**src/rtl/core/cpt_pkg.sv**
```systemverilog
// ----------------------------------------------------------------------------
// cpt_pkg
// Shared constants and helpers for the parent transform composition unit.
// ----------------------------------------------------------------------------
package cpt_pkg;

  localparam int PosW   = 32;
  localparam int AngW   = 24;
  localparam int CordW  = 34;
  localparam int ZW     = 34;
  localparam int MaxStages = 30;
  localparam int DefStages = 16;
  localparam int Deg360 = 92160;
  localparam int Deg180 = 46080;
  localparam int Deg90  = 23040;
  localparam logic signed [CordW-1:0] InvGain = 34'sd652032874;

  function automatic logic signed [ZW-1:0] atan_deg22(input int idx);
    logic signed [ZW-1:0] t;
    case (idx)
      0: t = 34'sd188743680;  1: t = 34'sd111421900;  2: t = 34'sd58872272;
      3: t = 34'sd29884485;   4: t = 34'sd15000234;   5: t = 34'sd7507429;
      6: t = 34'sd3754631;    7: t = 34'sd1877430;    8: t = 34'sd938729;
      9: t = 34'sd469366;     10: t = 34'sd234683;    11: t = 34'sd117342;
      12: t = 34'sd58671;     13: t = 34'sd29335;     14: t = 34'sd14668;
      15: t = 34'sd7334;      16: t = 34'sd3667;      17: t = 34'sd1833;
      18: t = 34'sd917;       19: t = 34'sd458;       20: t = 34'sd229;
      21: t = 34'sd115;       22: t = 34'sd57;        23: t = 34'sd29;
      24: t = 34'sd14;        25: t = 34'sd7;         26: t = 34'sd4;
      27: t = 34'sd2;         28: t = 34'sd1;
      default: t = '0;
    endcase
    return t;
  endfunction

  function automatic logic signed [PosW-1:0] sat32(input logic signed [65:0] v);
    logic signed [PosW-1:0] r;
    if (v > 66'sh0_7FFF_FFFF) r = 32'sh7FFF_FFFF;
    else if (v < -66'sh0_8000_0000) r = 32'sh8000_0000;
    else r = v[PosW-1:0];
    return r;
  endfunction

  typedef struct packed {
    logic signed [PosW-1:0] sx;
    logic signed [PosW-1:0] sy;
    logic signed [PosW-1:0] px;
    logic signed [PosW-1:0] py;
    logic signed [AngW-1:0] wa;
    logic signed [PosW-1:0] wsx;
    logic signed [PosW-1:0] wsy;
    logic                   neg;
  } cpt_side_t;

endpackage

```
**src/rtl/core/cpt_cell.sv**
```systemverilog
// ----------------------------------------------------------------------------
// cpt_cell
// One CORDIC rotation cell; carries the side payload to its neighbor.
// ----------------------------------------------------------------------------
module cpt_cell #(
  parameter int Idx = 0
) (
  input  logic                           clk,
  input  logic                           rst_n,
  input  logic                           en,
  input  logic                           vld_in,
  input  logic signed [cpt_pkg::CordW-1:0] x_in,
  input  logic signed [cpt_pkg::CordW-1:0] y_in,
  input  logic signed [cpt_pkg::ZW-1:0]    z_in,
  input  cpt_pkg::cpt_side_t               side_in,
  output logic                           vld_out,
  output logic signed [cpt_pkg::CordW-1:0] x_out,
  output logic signed [cpt_pkg::CordW-1:0] y_out,
  output logic signed [cpt_pkg::ZW-1:0]    z_out,
  output cpt_pkg::cpt_side_t               side_out
);
  import cpt_pkg::*;

  logic signed [CordW-1:0] dx, dy;
  logic signed [ZW-1:0]    at;

  assign dx = y_in >>> Idx;
  assign dy = x_in >>> Idx;
  assign at = atan_deg22(Idx);

  always_ff @(posedge clk) begin
    if (!rst_n) begin
      vld_out <= 1'b0;
    end else if (en) begin
      vld_out <= vld_in;
    end
  end

  always_ff @(posedge clk) begin
    if (en) begin
      side_out <= side_in;
      if (!z_in[ZW-1]) begin
        x_out <= x_in - dx;
        y_out <= y_in + dy;
        z_out <= z_in - at;
      end else begin
        x_out <= x_in + dx;
        y_out <= y_in - dy;
        z_out <= z_in + at;
      end
    end
  end
endmodule

```
**config.mk**
```make
export PLATFORM = sky130hd
export DESIGN_NAME = cpt_cell
export DESIGN_NICKNAME = d
export VERILOG_FILES = /design/src/rtl/core/cpt_pkg.sv /design/src/rtl/core/cpt_cell.sv
export SDC_FILE = /design/constraint.sdc
export NUM_CORES = 1
export LEC_CHECK = 0
export ABC_AREA = 1
export ABC_CLOCK_PERIOD_IN_PS = 3110
export BUFFER_PORTS_ARGS = -buffer_cell sky130_fd_sc_hd__buf_2
export CORE_AREA = 2 2 252 254
export CTS_BUF_LIST = sky130_fd_sc_hd__clkbuf_8
export CTS_CLUSTER_SIZE = 24
export DETAILED_ROUTE_END_ITERATION = 10
export DIE_AREA = 0 0 254 256
export GPL_TIMING_DRIVEN = 1
export PLACE_DENSITY = 0.54
export SKIP_LAST_GASP = 1
export SYNTH_ARGS = -nofsm -noshare
export SYNTH_HDL_FRONTEND = slang
export SYNTH_SLANG_ARGS = --single-unit
```
**constraint.sdc**
```tcl
create_clock -name clk -period 3.11 [get_ports clk]
set_input_delay 0.622 -clock clk [delete_from_list [all_inputs] [get_ports clk]]
set_output_delay 0.622 -clock clk [all_outputs]
set_load 0.02 [all_outputs]
```
== Yosys cells after proc, flatten, opt, wreduce, memory -nomap -nowiden ==
Index checks and enable logic that the tools add are counted.

* Bits of input ports: 323
* Word-level logic and storage cells: 20
* Register bits after elaboration: 320

* Add/sub/neg operators: 5
* Muxes and demuxes: 3

{| class="wikitable"
|+ Operators by type and width
! kind !! number
|-
| 34-bit 2-to-1 mux || 3
|-
| 34-bit subtractor || 2
|-
| 34-bit by 29-bit adder with 34-bit output, second input constant || 1
|-
| 34-bit adder || 1
|-
| 34-bit by 29-bit subtractor with 34-bit output, second input constant || 1
|}

== Depth between registers and ports, before layout ==
Gate-level depths: netlist of run 1.

* Word-level depth: 2
* Gate-level depth with buffers: 18

== Worst setup path before layout of run 1 ==
OpenSTA, ideal clock, no wires.

* Path type: input port to flip-flop
* Start point: input z_in[33] (netlist bit)
* End point: register z_out[31] (netlist bit), data pin
* Stages: 10
* Arrival time: 2.402 ns
* Library setup time: 0.262 ns
* Setup slack: 0.445 ns
* Cells stage by stage: clkbuf_1 -> clkinv_1 -> buf_2 -> ha_1 -> a21oi_1 -> inv_1 -> a31oi_1 -> o21ai_0 -> a21oi_1 -> xor2_1

* Word-level cells in the longest chain between the ends: 1

{| class="wikitable"
|+ RTL lines
! what !! line !! source
|-
| from (decl) || cpt_cell.sv:14 || <nowiki>input logic signed [cpt_pkg::ZW-1:0] z_in,</nowiki>
|-
| 34-bit 2-to-1 mux || cpt_cell.sv:42 || <nowiki>if (!z_in[ZW-1]) begin</nowiki>
|-
| to (signal assigned) || cpt_cell.sv:45 || <nowiki>z_out <= z_in - at;</nowiki>
|-
| to (signal assigned) || cpt_cell.sv:49 || <nowiki>z_out <= z_in + at;</nowiki>
|-
| to (decl) || cpt_cell.sv:19 || <nowiki>output logic signed [cpt_pkg::ZW-1:0] z_out,</nowiki>
|}

Every way passes these cells.
A chain may end at the register's enable or synchronous reset.

== Final worst setup path of run 1 ==
* Start point: input x_in[20] (netlist bit)
* End point: register x_out[29] (netlist bit), data pin

* Word-level cells in the longest chain between the ends: 2

{| class="wikitable"
|+ RTL lines
! what !! line !! source
|-
| from (decl) || cpt_cell.sv:12 || <nowiki>input logic signed [cpt_pkg::CordW-1:0] x_in,</nowiki>
|-
| 34-bit subtractor or 34-bit adder (tied branches) || cpt_cell.sv:43, cpt_cell.sv:47 ||
|-
| 34-bit 2-to-1 mux * || cpt_cell.sv:42 ||
|-
| to (signal assigned) || cpt_cell.sv:43 || <nowiki>x_out <= x_in - dx;</nowiki>
|-
| to (signal assigned) || cpt_cell.sv:47 || <nowiki>x_out <= x_in + dx;</nowiki>
|-
| to (decl) || cpt_cell.sv:17 || <nowiki>output logic signed [cpt_pkg::CordW-1:0] x_out,</nowiki>
|}

Every way passes the cells marked *; elsewhere a longest branch is shown, timed or not.

==> impl_metrics.csv, run 1 <==
group,metric,value,unit
run_status,status,"finished, final reports clean",
pwr,power_density,546,nW/um^2
min_path,min_from,"side_in[206]",
setup_path,reg2reg_depth,2,
setup_path,critPathMaxFanout,8,
routing,vias,16000,
clock_network,numCtsBuffers,58,
sta,slew_violations,0,
routing,finalWirelength,79.4,mm
die,die_h,256,um
setup_path,worst_path_largest_cell_delay,0.48,ns
sta,hold_ws,0.121,ns
die,dieWidth,254,um
sta,hold_viol,0,
setup_path,crit_type,"in2reg",
placement,port_buffers,642,
final_layout,drive_above_1_share,33.5,%
routing,route.detailed.drc,0,
routing,viasPerCell,4.72,
sta,max_freq,0.381,GHz
setup_path,crit_slowest_cell,"ha_1",
clock_network,cts_hold_buf,0,
clock_network,htreeDepth,2,
logic_synthesis,syn_area,17300,sq um
grt,grt_use_total,23.7,%
logic_synthesis,synth.distinct_cells,45,
logic_synthesis,synth.avg_cell_area,9.79,sq um
min_path,hold_path_depth,1,
clock_network,path_clk_slew,0.07,ns
sta,fin_worst_skew,0,ns
final_layout,final_common_cell,"buf_2",
sta,min_period_over_period,84.3,%
final_layout,stdcell_area,23000,sq um
min_path,holdPathEnd,"side_out[206]",
sta,setup_tns,0,ns
die,io_pins,643,
final_layout,syn2layout_area_growth,33.1,%
logic_synthesis,netlist_instances,1766,
min_path,hold_path.class,"in2reg",
routing,drt_iter0_drc,1032,
clock_network,cts_tree,"yes",
logic_synthesis,seq_area_frac_synth,55.4,%
die,num_rows,92,
clock_network,cts-root-buf,"clkbuf_8",
run,drv_cap,0,
die,start_util,27.7,%
grt,grt_pass1_wl,111,mm
setup_path,r2r-start,"vld_out",
sta,period_minus_slack,2.62,ns
setup_path,worst_setup_path_start_kind,"input pin",
final_layout,layout_common_cells,"buf_2 (641), nand2_1 (392), edfxtp_1 (318), inv_1 (210), nand3_1 (146)",
setup_path,endpoint_kind,"flip-flop",
final_layout,nNetsFinal,2930,
routing,wl_per_cell,23.4,um
routing,antenna_left,0,
placement,place_area,21800,sq um
placement,dp_hpwl,65.8,mm
clock_network,clock_sinks,319,
clock_network,post-cts-setup-buffers,0,
sta,rsz0062_at_grt,"false",
grt,antenna_found_initial,24,
logic_synthesis,ys.warnings.count,0,
grt,grt_overflow,0,
pwr,p_leak,10.8,nW
placement,pre_cts_slack,-0.0626,ns
clock_network,clkLatencyLatePin,0.67,ns
sta,maxSlewHeadroom,44.0,%
clock_network,cts_buffer_depth,3,
setup_path,rrSetupSlack,2.48,ns
logic_synthesis,synth_top_flop_cell,"edfxtp_1",
setup_path,arrival,3.04,ns
logic_synthesis,synth.ff_latch_count,319,
sta,layout_setup_ws,0.489,ns
pwr,vdd_drop_max,0.000263,V
die,core-area,62400,sq um
logic_synthesis,async_flop_share,0,%
logic_synthesis,syn-num-nets,2202,
clock_network,ctsResizeCount,0,
die,die_area,65000,sq um
grt,grt_max_degree,76,
setup_path,cp.required,3.52,ns
setup_path,worstPathCellList,"buf_2 -> inv_1 -> ha_1 -> inv_1 -> a21oi_1 -> o21ai_0 -> a21oi_1 -> nor2_1 -> nor2_1 -> nand3_1 -> nand3_1 -> nand2_1",
grt,grt_pass1_vias,16300,
routing,drt_first_pass_iters,5,
sta,setup_viol,0,
logic_synthesis,synth_edf_count,318,
setup_path,r2r-end,"vld_out",
sta,worst_slew_pin_slew,0.840,ns
placement,gp_congestion,0.943,
## per-stage QoR
| step | total power, W | std cells | utilization [%] |
|---|---|---|---|
| after floorplan | 0.00714 | 1766 | - |
| after global placement | 0.00862 | 3280 | 35.0 |
| after detailed placement | 0.00861 | 3280 | 35.0 |
| after CTS | 0.0127 | 3381 | 36.8 |
| after global routing | 0.0132 | 3385 | 36.8 |
| final | 0.0126 | 3396 | 36.9 |
## critical path, delay by kind of cell
kind	cells	cell delay, ns
compound gates	3	0.85
simple gates	5	0.70
fa+ha+maj	1	0.48
buf+inv	3	0.37
## cell families after synthesis
family | Yosys count | synth area share, %
compound gates | 299 | 9.57
xor+xnor | 35 | 1.77
fa+ha+maj | 113 | 8.35
buf+inv | 249 | 6.23
flops | 319 | 55.4
simple gates | 751 | 18.7
## worst max-delay path by stage
| stage | to | slack (ns) | cells after the start | startpoint |
|---|---|---|---|---|
| global route | x_out[29] | 0.36 | 12 | x_in[20] |
| global placement | x_out[29] | -0.05 | 12 | x_in[20] |
| finish | x_out[29] | 0.49 | 12 | x_in[20] |
| floorplan | z_out[31] | 0.45 | 10 | z_in[33] |
| CTS | x_out[29] | 0.66 | 12 | x_in[20] |
| detailed placement | x_out[29] | -0.06 | 12 | x_in[20] |
## cells in the mapped netlist, types with 5 or more instances
cell,n,area (sq um)
o21bai_1,11,82.6
ha_1,109,1360
nor2_2,10,62.6
edfxtp_1,318,9550
nand4_1,9,56.3
nand3_1,146,731
a21oi_1,142,711
nand2_2,12,75.1
xor2_1,33,289
clkbuf_1,7,26.3
o211ai_1,9,67.6
buf_4,22,165
inv_1,197,739
inv_2,5,18.8
o21ai_1,11,55.1
o22ai_1,5,31.3
o21ai_0,85,425
a21oi_2,6,52.6
buf_6,6,67.6
nor3_1,13,65.1
buf_2,10,50.1
nand2_1,392,1470
nor2_1,141,529
nand3_2,5,50.1
a21o_1,13,97.6
## layout make-up
| class | count | area, sq um |
|---|---|---|
| Tap cell | 846 | 1060 |
| Fill cell | 6475 | 39400 |
| Timing Repair Buffer | 713 | 3810 |
| Antenna cell | 15 | 37.5 |
| Clock inverter | 38 | 267 |
| Multi-Input combinational cell | 1198 | 6640 |
| Inverter | 204 | 768 |
| Clock buffer | 63 | 867 |
| Sequential cell | 319 | 9570 |
## registers in the layout, summed over array words and instances, names as in the netlist
register and cells:
side_out 217, y_out 33, x_out 34, vld_out 1
z_out 34
## metal layers
| metal | vias to the layer above | routed length, um | GRT usage (%) |
|---|---|---|---|
| met3 | 147 | 4980 | 4.75 |
| met2 | 606 | 40800 | 42.8 |
| met4 | 12 | 3170 | 10.0 |
| met1 | 7775 | 30400 | 27.0 |
| li1 | 7497 | - | - |
| met5 | - | 90 | 0 |
## power breakdown
group | internal (W) | switching, W
Clock | 0.00212 | 0.00190
Combinational | 0.000991 | 0.00215
Sequential | 0.00523 | 0.000171
Power figures use the tool's default switching activity.
==> run 2, diff against run 1 <==
--- a/config.mk
+++ b/config.mk
@@ -6,7 +6,7 @@
 export NUM_CORES = 1
 export LEC_CHECK = 0
 export ABC_AREA = 1
-export ABC_CLOCK_PERIOD_IN_PS = 3110
+export ABC_CLOCK_PERIOD_IN_PS = 2200
 export BUFFER_PORTS_ARGS = -buffer_cell sky130_fd_sc_hd__buf_2
 export CORE_AREA = 2 2 252 254
 export CTS_BUF_LIST = sky130_fd_sc_hd__clkbuf_8
@@ -14,7 +14,7 @@
 export DETAILED_ROUTE_END_ITERATION = 10
 export DIE_AREA = 0 0 254 256
 export GPL_TIMING_DRIVEN = 1
-export PLACE_DENSITY = 0.54
+export PLACE_DENSITY = 0.56
 export SKIP_LAST_GASP = 1
 export SYNTH_ARGS = -nofsm -noshare
 export SYNTH_HDL_FRONTEND = slang
==> constraint.sdc (replaced) <==
create_clock -name clk -period 2.2 [get_ports clk]
set_input_delay 0.44 -clock clk [delete_from_list [all_inputs] [get_ports clk]]
set_output_delay 0.44 -clock clk [all_outputs]
set_load 0.02 [all_outputs]
==> impl_metrics.csv, run 2 (synthesis gave the netlist of run 1 again) <==
group,metric,value,unit
run_status,status,"finished, final reports clean",
clock_network,clock_sinks,319,
setup_path,r2r-end,"vld_out",
routing,finalWirelength,84.4,mm
setup_path,crit_type,"in2reg",
sta,maxSlewHeadroom,44.0,%
placement,dp_hpwl,67.7,mm
routing,route.detailed.drc,0,
final_layout,reg.largest.list,"side_out: 217 flops, x_out: 34 flops, z_out: 34 flops",
routing,drt_iter0_drc,1109,
die,die_h,256,um
clock_network,cts_buffer_depth,3,
grt,grt_use_total,25.2,%
setup_path,critPathMaxFanout,8,
grt,antenna_found_initial,23,
grt,grt_pass1_vias,18500,
setup_path,endpoint_kind,"flip-flop",
routing,wl_per_cell,21.6,um
clock_network,numCtsBuffers,55,
sta,fin_worst_skew,0,ns
routing,antenna_left,0,
placement,place_area,24100,sq um
min_path,hold_path_depth,3,
clock_network,clkLatencyLatePin,0.64,ns
sta,rsz0062_at_grt,"true",
pwr,vdd_drop_max,0.000390,V
setup_path,reg2reg_depth,2,
sta,min_period_over_period,96.1,%
sta,setup_tns,0,ns
final_layout,largest-register,"side_out",
die,num_rows,92,
final_layout,largest_reg_flops,217,
min_path,min_from,"rst_n",
grt,grt_pass1_wl,120,mm
placement,port_buffers,642,
die,io_pins,643,
setup_path,crit_slowest_cell,"ha_1",
clock_network,cts-root-buf,"clkbuf_8",
final_layout,drive_above_1_share,37.5,%
final_layout,fill_cells,6103,
clock_network,path_clk_slew,0.06,ns
setup_path,worst_path_largest_cell_delay,0.46,ns
setup_path,arrival,2.62,ns
setup_path,r2r-start,"vld_out",
clock_network,htreeDepth,2,
final_layout,syn2layout_area_growth,58.9,%
min_path,hold_path.class,"in2reg",
final_layout,stdcell_area,27500,sq um
setup_path,worst_setup_path_start_kind,"input pin",
setup_path,cp.required,2.70,ns
die,start_util,27.7,%
setup_path,rrSetupSlack,1.56,ns
final_layout,multiInputGateArea,6680,sq um
setup_path,worstPathCellList,"buf_2 -> inv_1 -> ha_1 -> inv_1 -> a21oi_1 -> o21ai_0 -> a21oi_2 -> buf_4 -> nand3_1 -> xor2_1 -> nand2_1 -> nand2_1",
die,die_area,65000,sq um
routing,viasPerCell,4.58,
sta,period_minus_slack,2.12,ns
die,dieWidth,254,um
sta,setup_viol,0,
routing,drt_first_pass_iters,5,
grt,grt_max_degree,68,
clock_network,cts_tree,"yes",
sta,hold_viol,0,
min_path,holdPathEnd,"vld_out",
final_layout,nNetsFinal,3445,
sta,slew_violations,0,
sta,worst_slew_pin_slew,0.839,ns
pwr,power_density,679,nW/um^2
final_layout,register_area,9570,sq um
sta,max_freq,0.473,GHz
grt,grt_overflow,0,
pwr,p_leak,13.1,nW
run,drv_cap,0,
final_layout,layout_common_cells,"buf_2 (641), nand2_1 (392), buf_4 (357), edfxtp_1 (318), dlygate4sd3_1 (227)",
die,core-area,62400,sq um
clock_network,post-cts-setup-buffers,0,
routing,vias,17900,
final_layout,final_common_cell,"buf_2",
placement,gp_congestion,0.947,
-- run 2: cell count changes in the layout (fill, tap and decap cells not counted), sizes merged --
cell,previous run,this run
diode,15,13
clkbuf,63,55
buf,713,1004
bufinv,3,5
dlygate4sd3,0,227
clkinvlp,1,2
clkinv,19,26
inv,219,217
-- run 2: critical path, delay by kind of cell --
| kind | cells | cell delay, ns |
|---|---|---|
| xor+xnor | 1 | 0.30 |
| compound gates | 3 | 0.68 |
| simple gates | 3 | 0.29 |
| buf+inv | 4 | 0.44 |
| fa+ha+maj | 1 | 0.46 |
-- run 2: per-stage QoR --
step | util, % | cells | hold WS (ns) | setup slack (ns) | power, W
after floorplan | - | 1766 | 0.533 | 0.0569 | 0.0101
after global placement | 38.6 | 3571 | 0.534 | -0.637 | 0.0128
after detailed placement | 38.6 | 3571 | 0.535 | -0.605 | 0.0128
after CTS | 43.9 | 3898 | 0.000377 | 0.0866 | 0.0188
after global routing | 44.0 | 3909 | 0.000868 | -0.0210 | 0.0195
final | 44.0 | 3912 | 0.0501 | 0.0848 | 0.0187
-- run 2: cell type report --
class / instances / area share [%]
diodes: 13 / 0.118
repair buffers: 1231 / 30.1
well taps: 846 / 3.85
clock buffers: 55 / 2.76
clock inverters: 46 / 1.21
multi-input cells: 1198 / 24.3
inverters: 204 / 2.80
flip-flops and latches: 319 / 34.8
-- run 2: what timing repair did --
action                                  in CTS  in global routing
endpoints found under the hold margin      226                  1
resized for setup                            0                  7
hold buffers                               226                  1
endpoints found under the setup margin       0                 12
-- run 2: worst max-delay path by stage --
| stage | startpoint | end | depth (start not counted) |
|---|---|---|---|
| global placement | x_in[13] | x_out[20] | 12 |
| floorplan | x_in[0] | x_out[32] | 13 |
| global route | y_in[0] | y_out[32] | 14 |
| detailed placement | x_in[13] | x_out[20] | 12 |
| finish | x_in[13] | x_out[20] | 12 |
| CTS | x_in[0] | x_out[24] | 14 |
-- run 2: per-layer routing --
metal	track usage (%)	vias up	share of wire, %
met1	27.9	8557	38
met3	5.39	164	6.2
met2	45.3	652	51
met4	12.4	10	4.9
met5	0	-	0.071
li1	-	8522	-
-- run 2: power by group --
group	internal [W]	switching [W]	total (W)	leakage, nW
combinational	0.00220	0.00333	0.00553	9.35
clock	0.00293	0.00259	0.00552	0.607
sequential	0.00739	0.000218	0.00760	3.12
total	0.0125	0.00614	0.0187	13.1
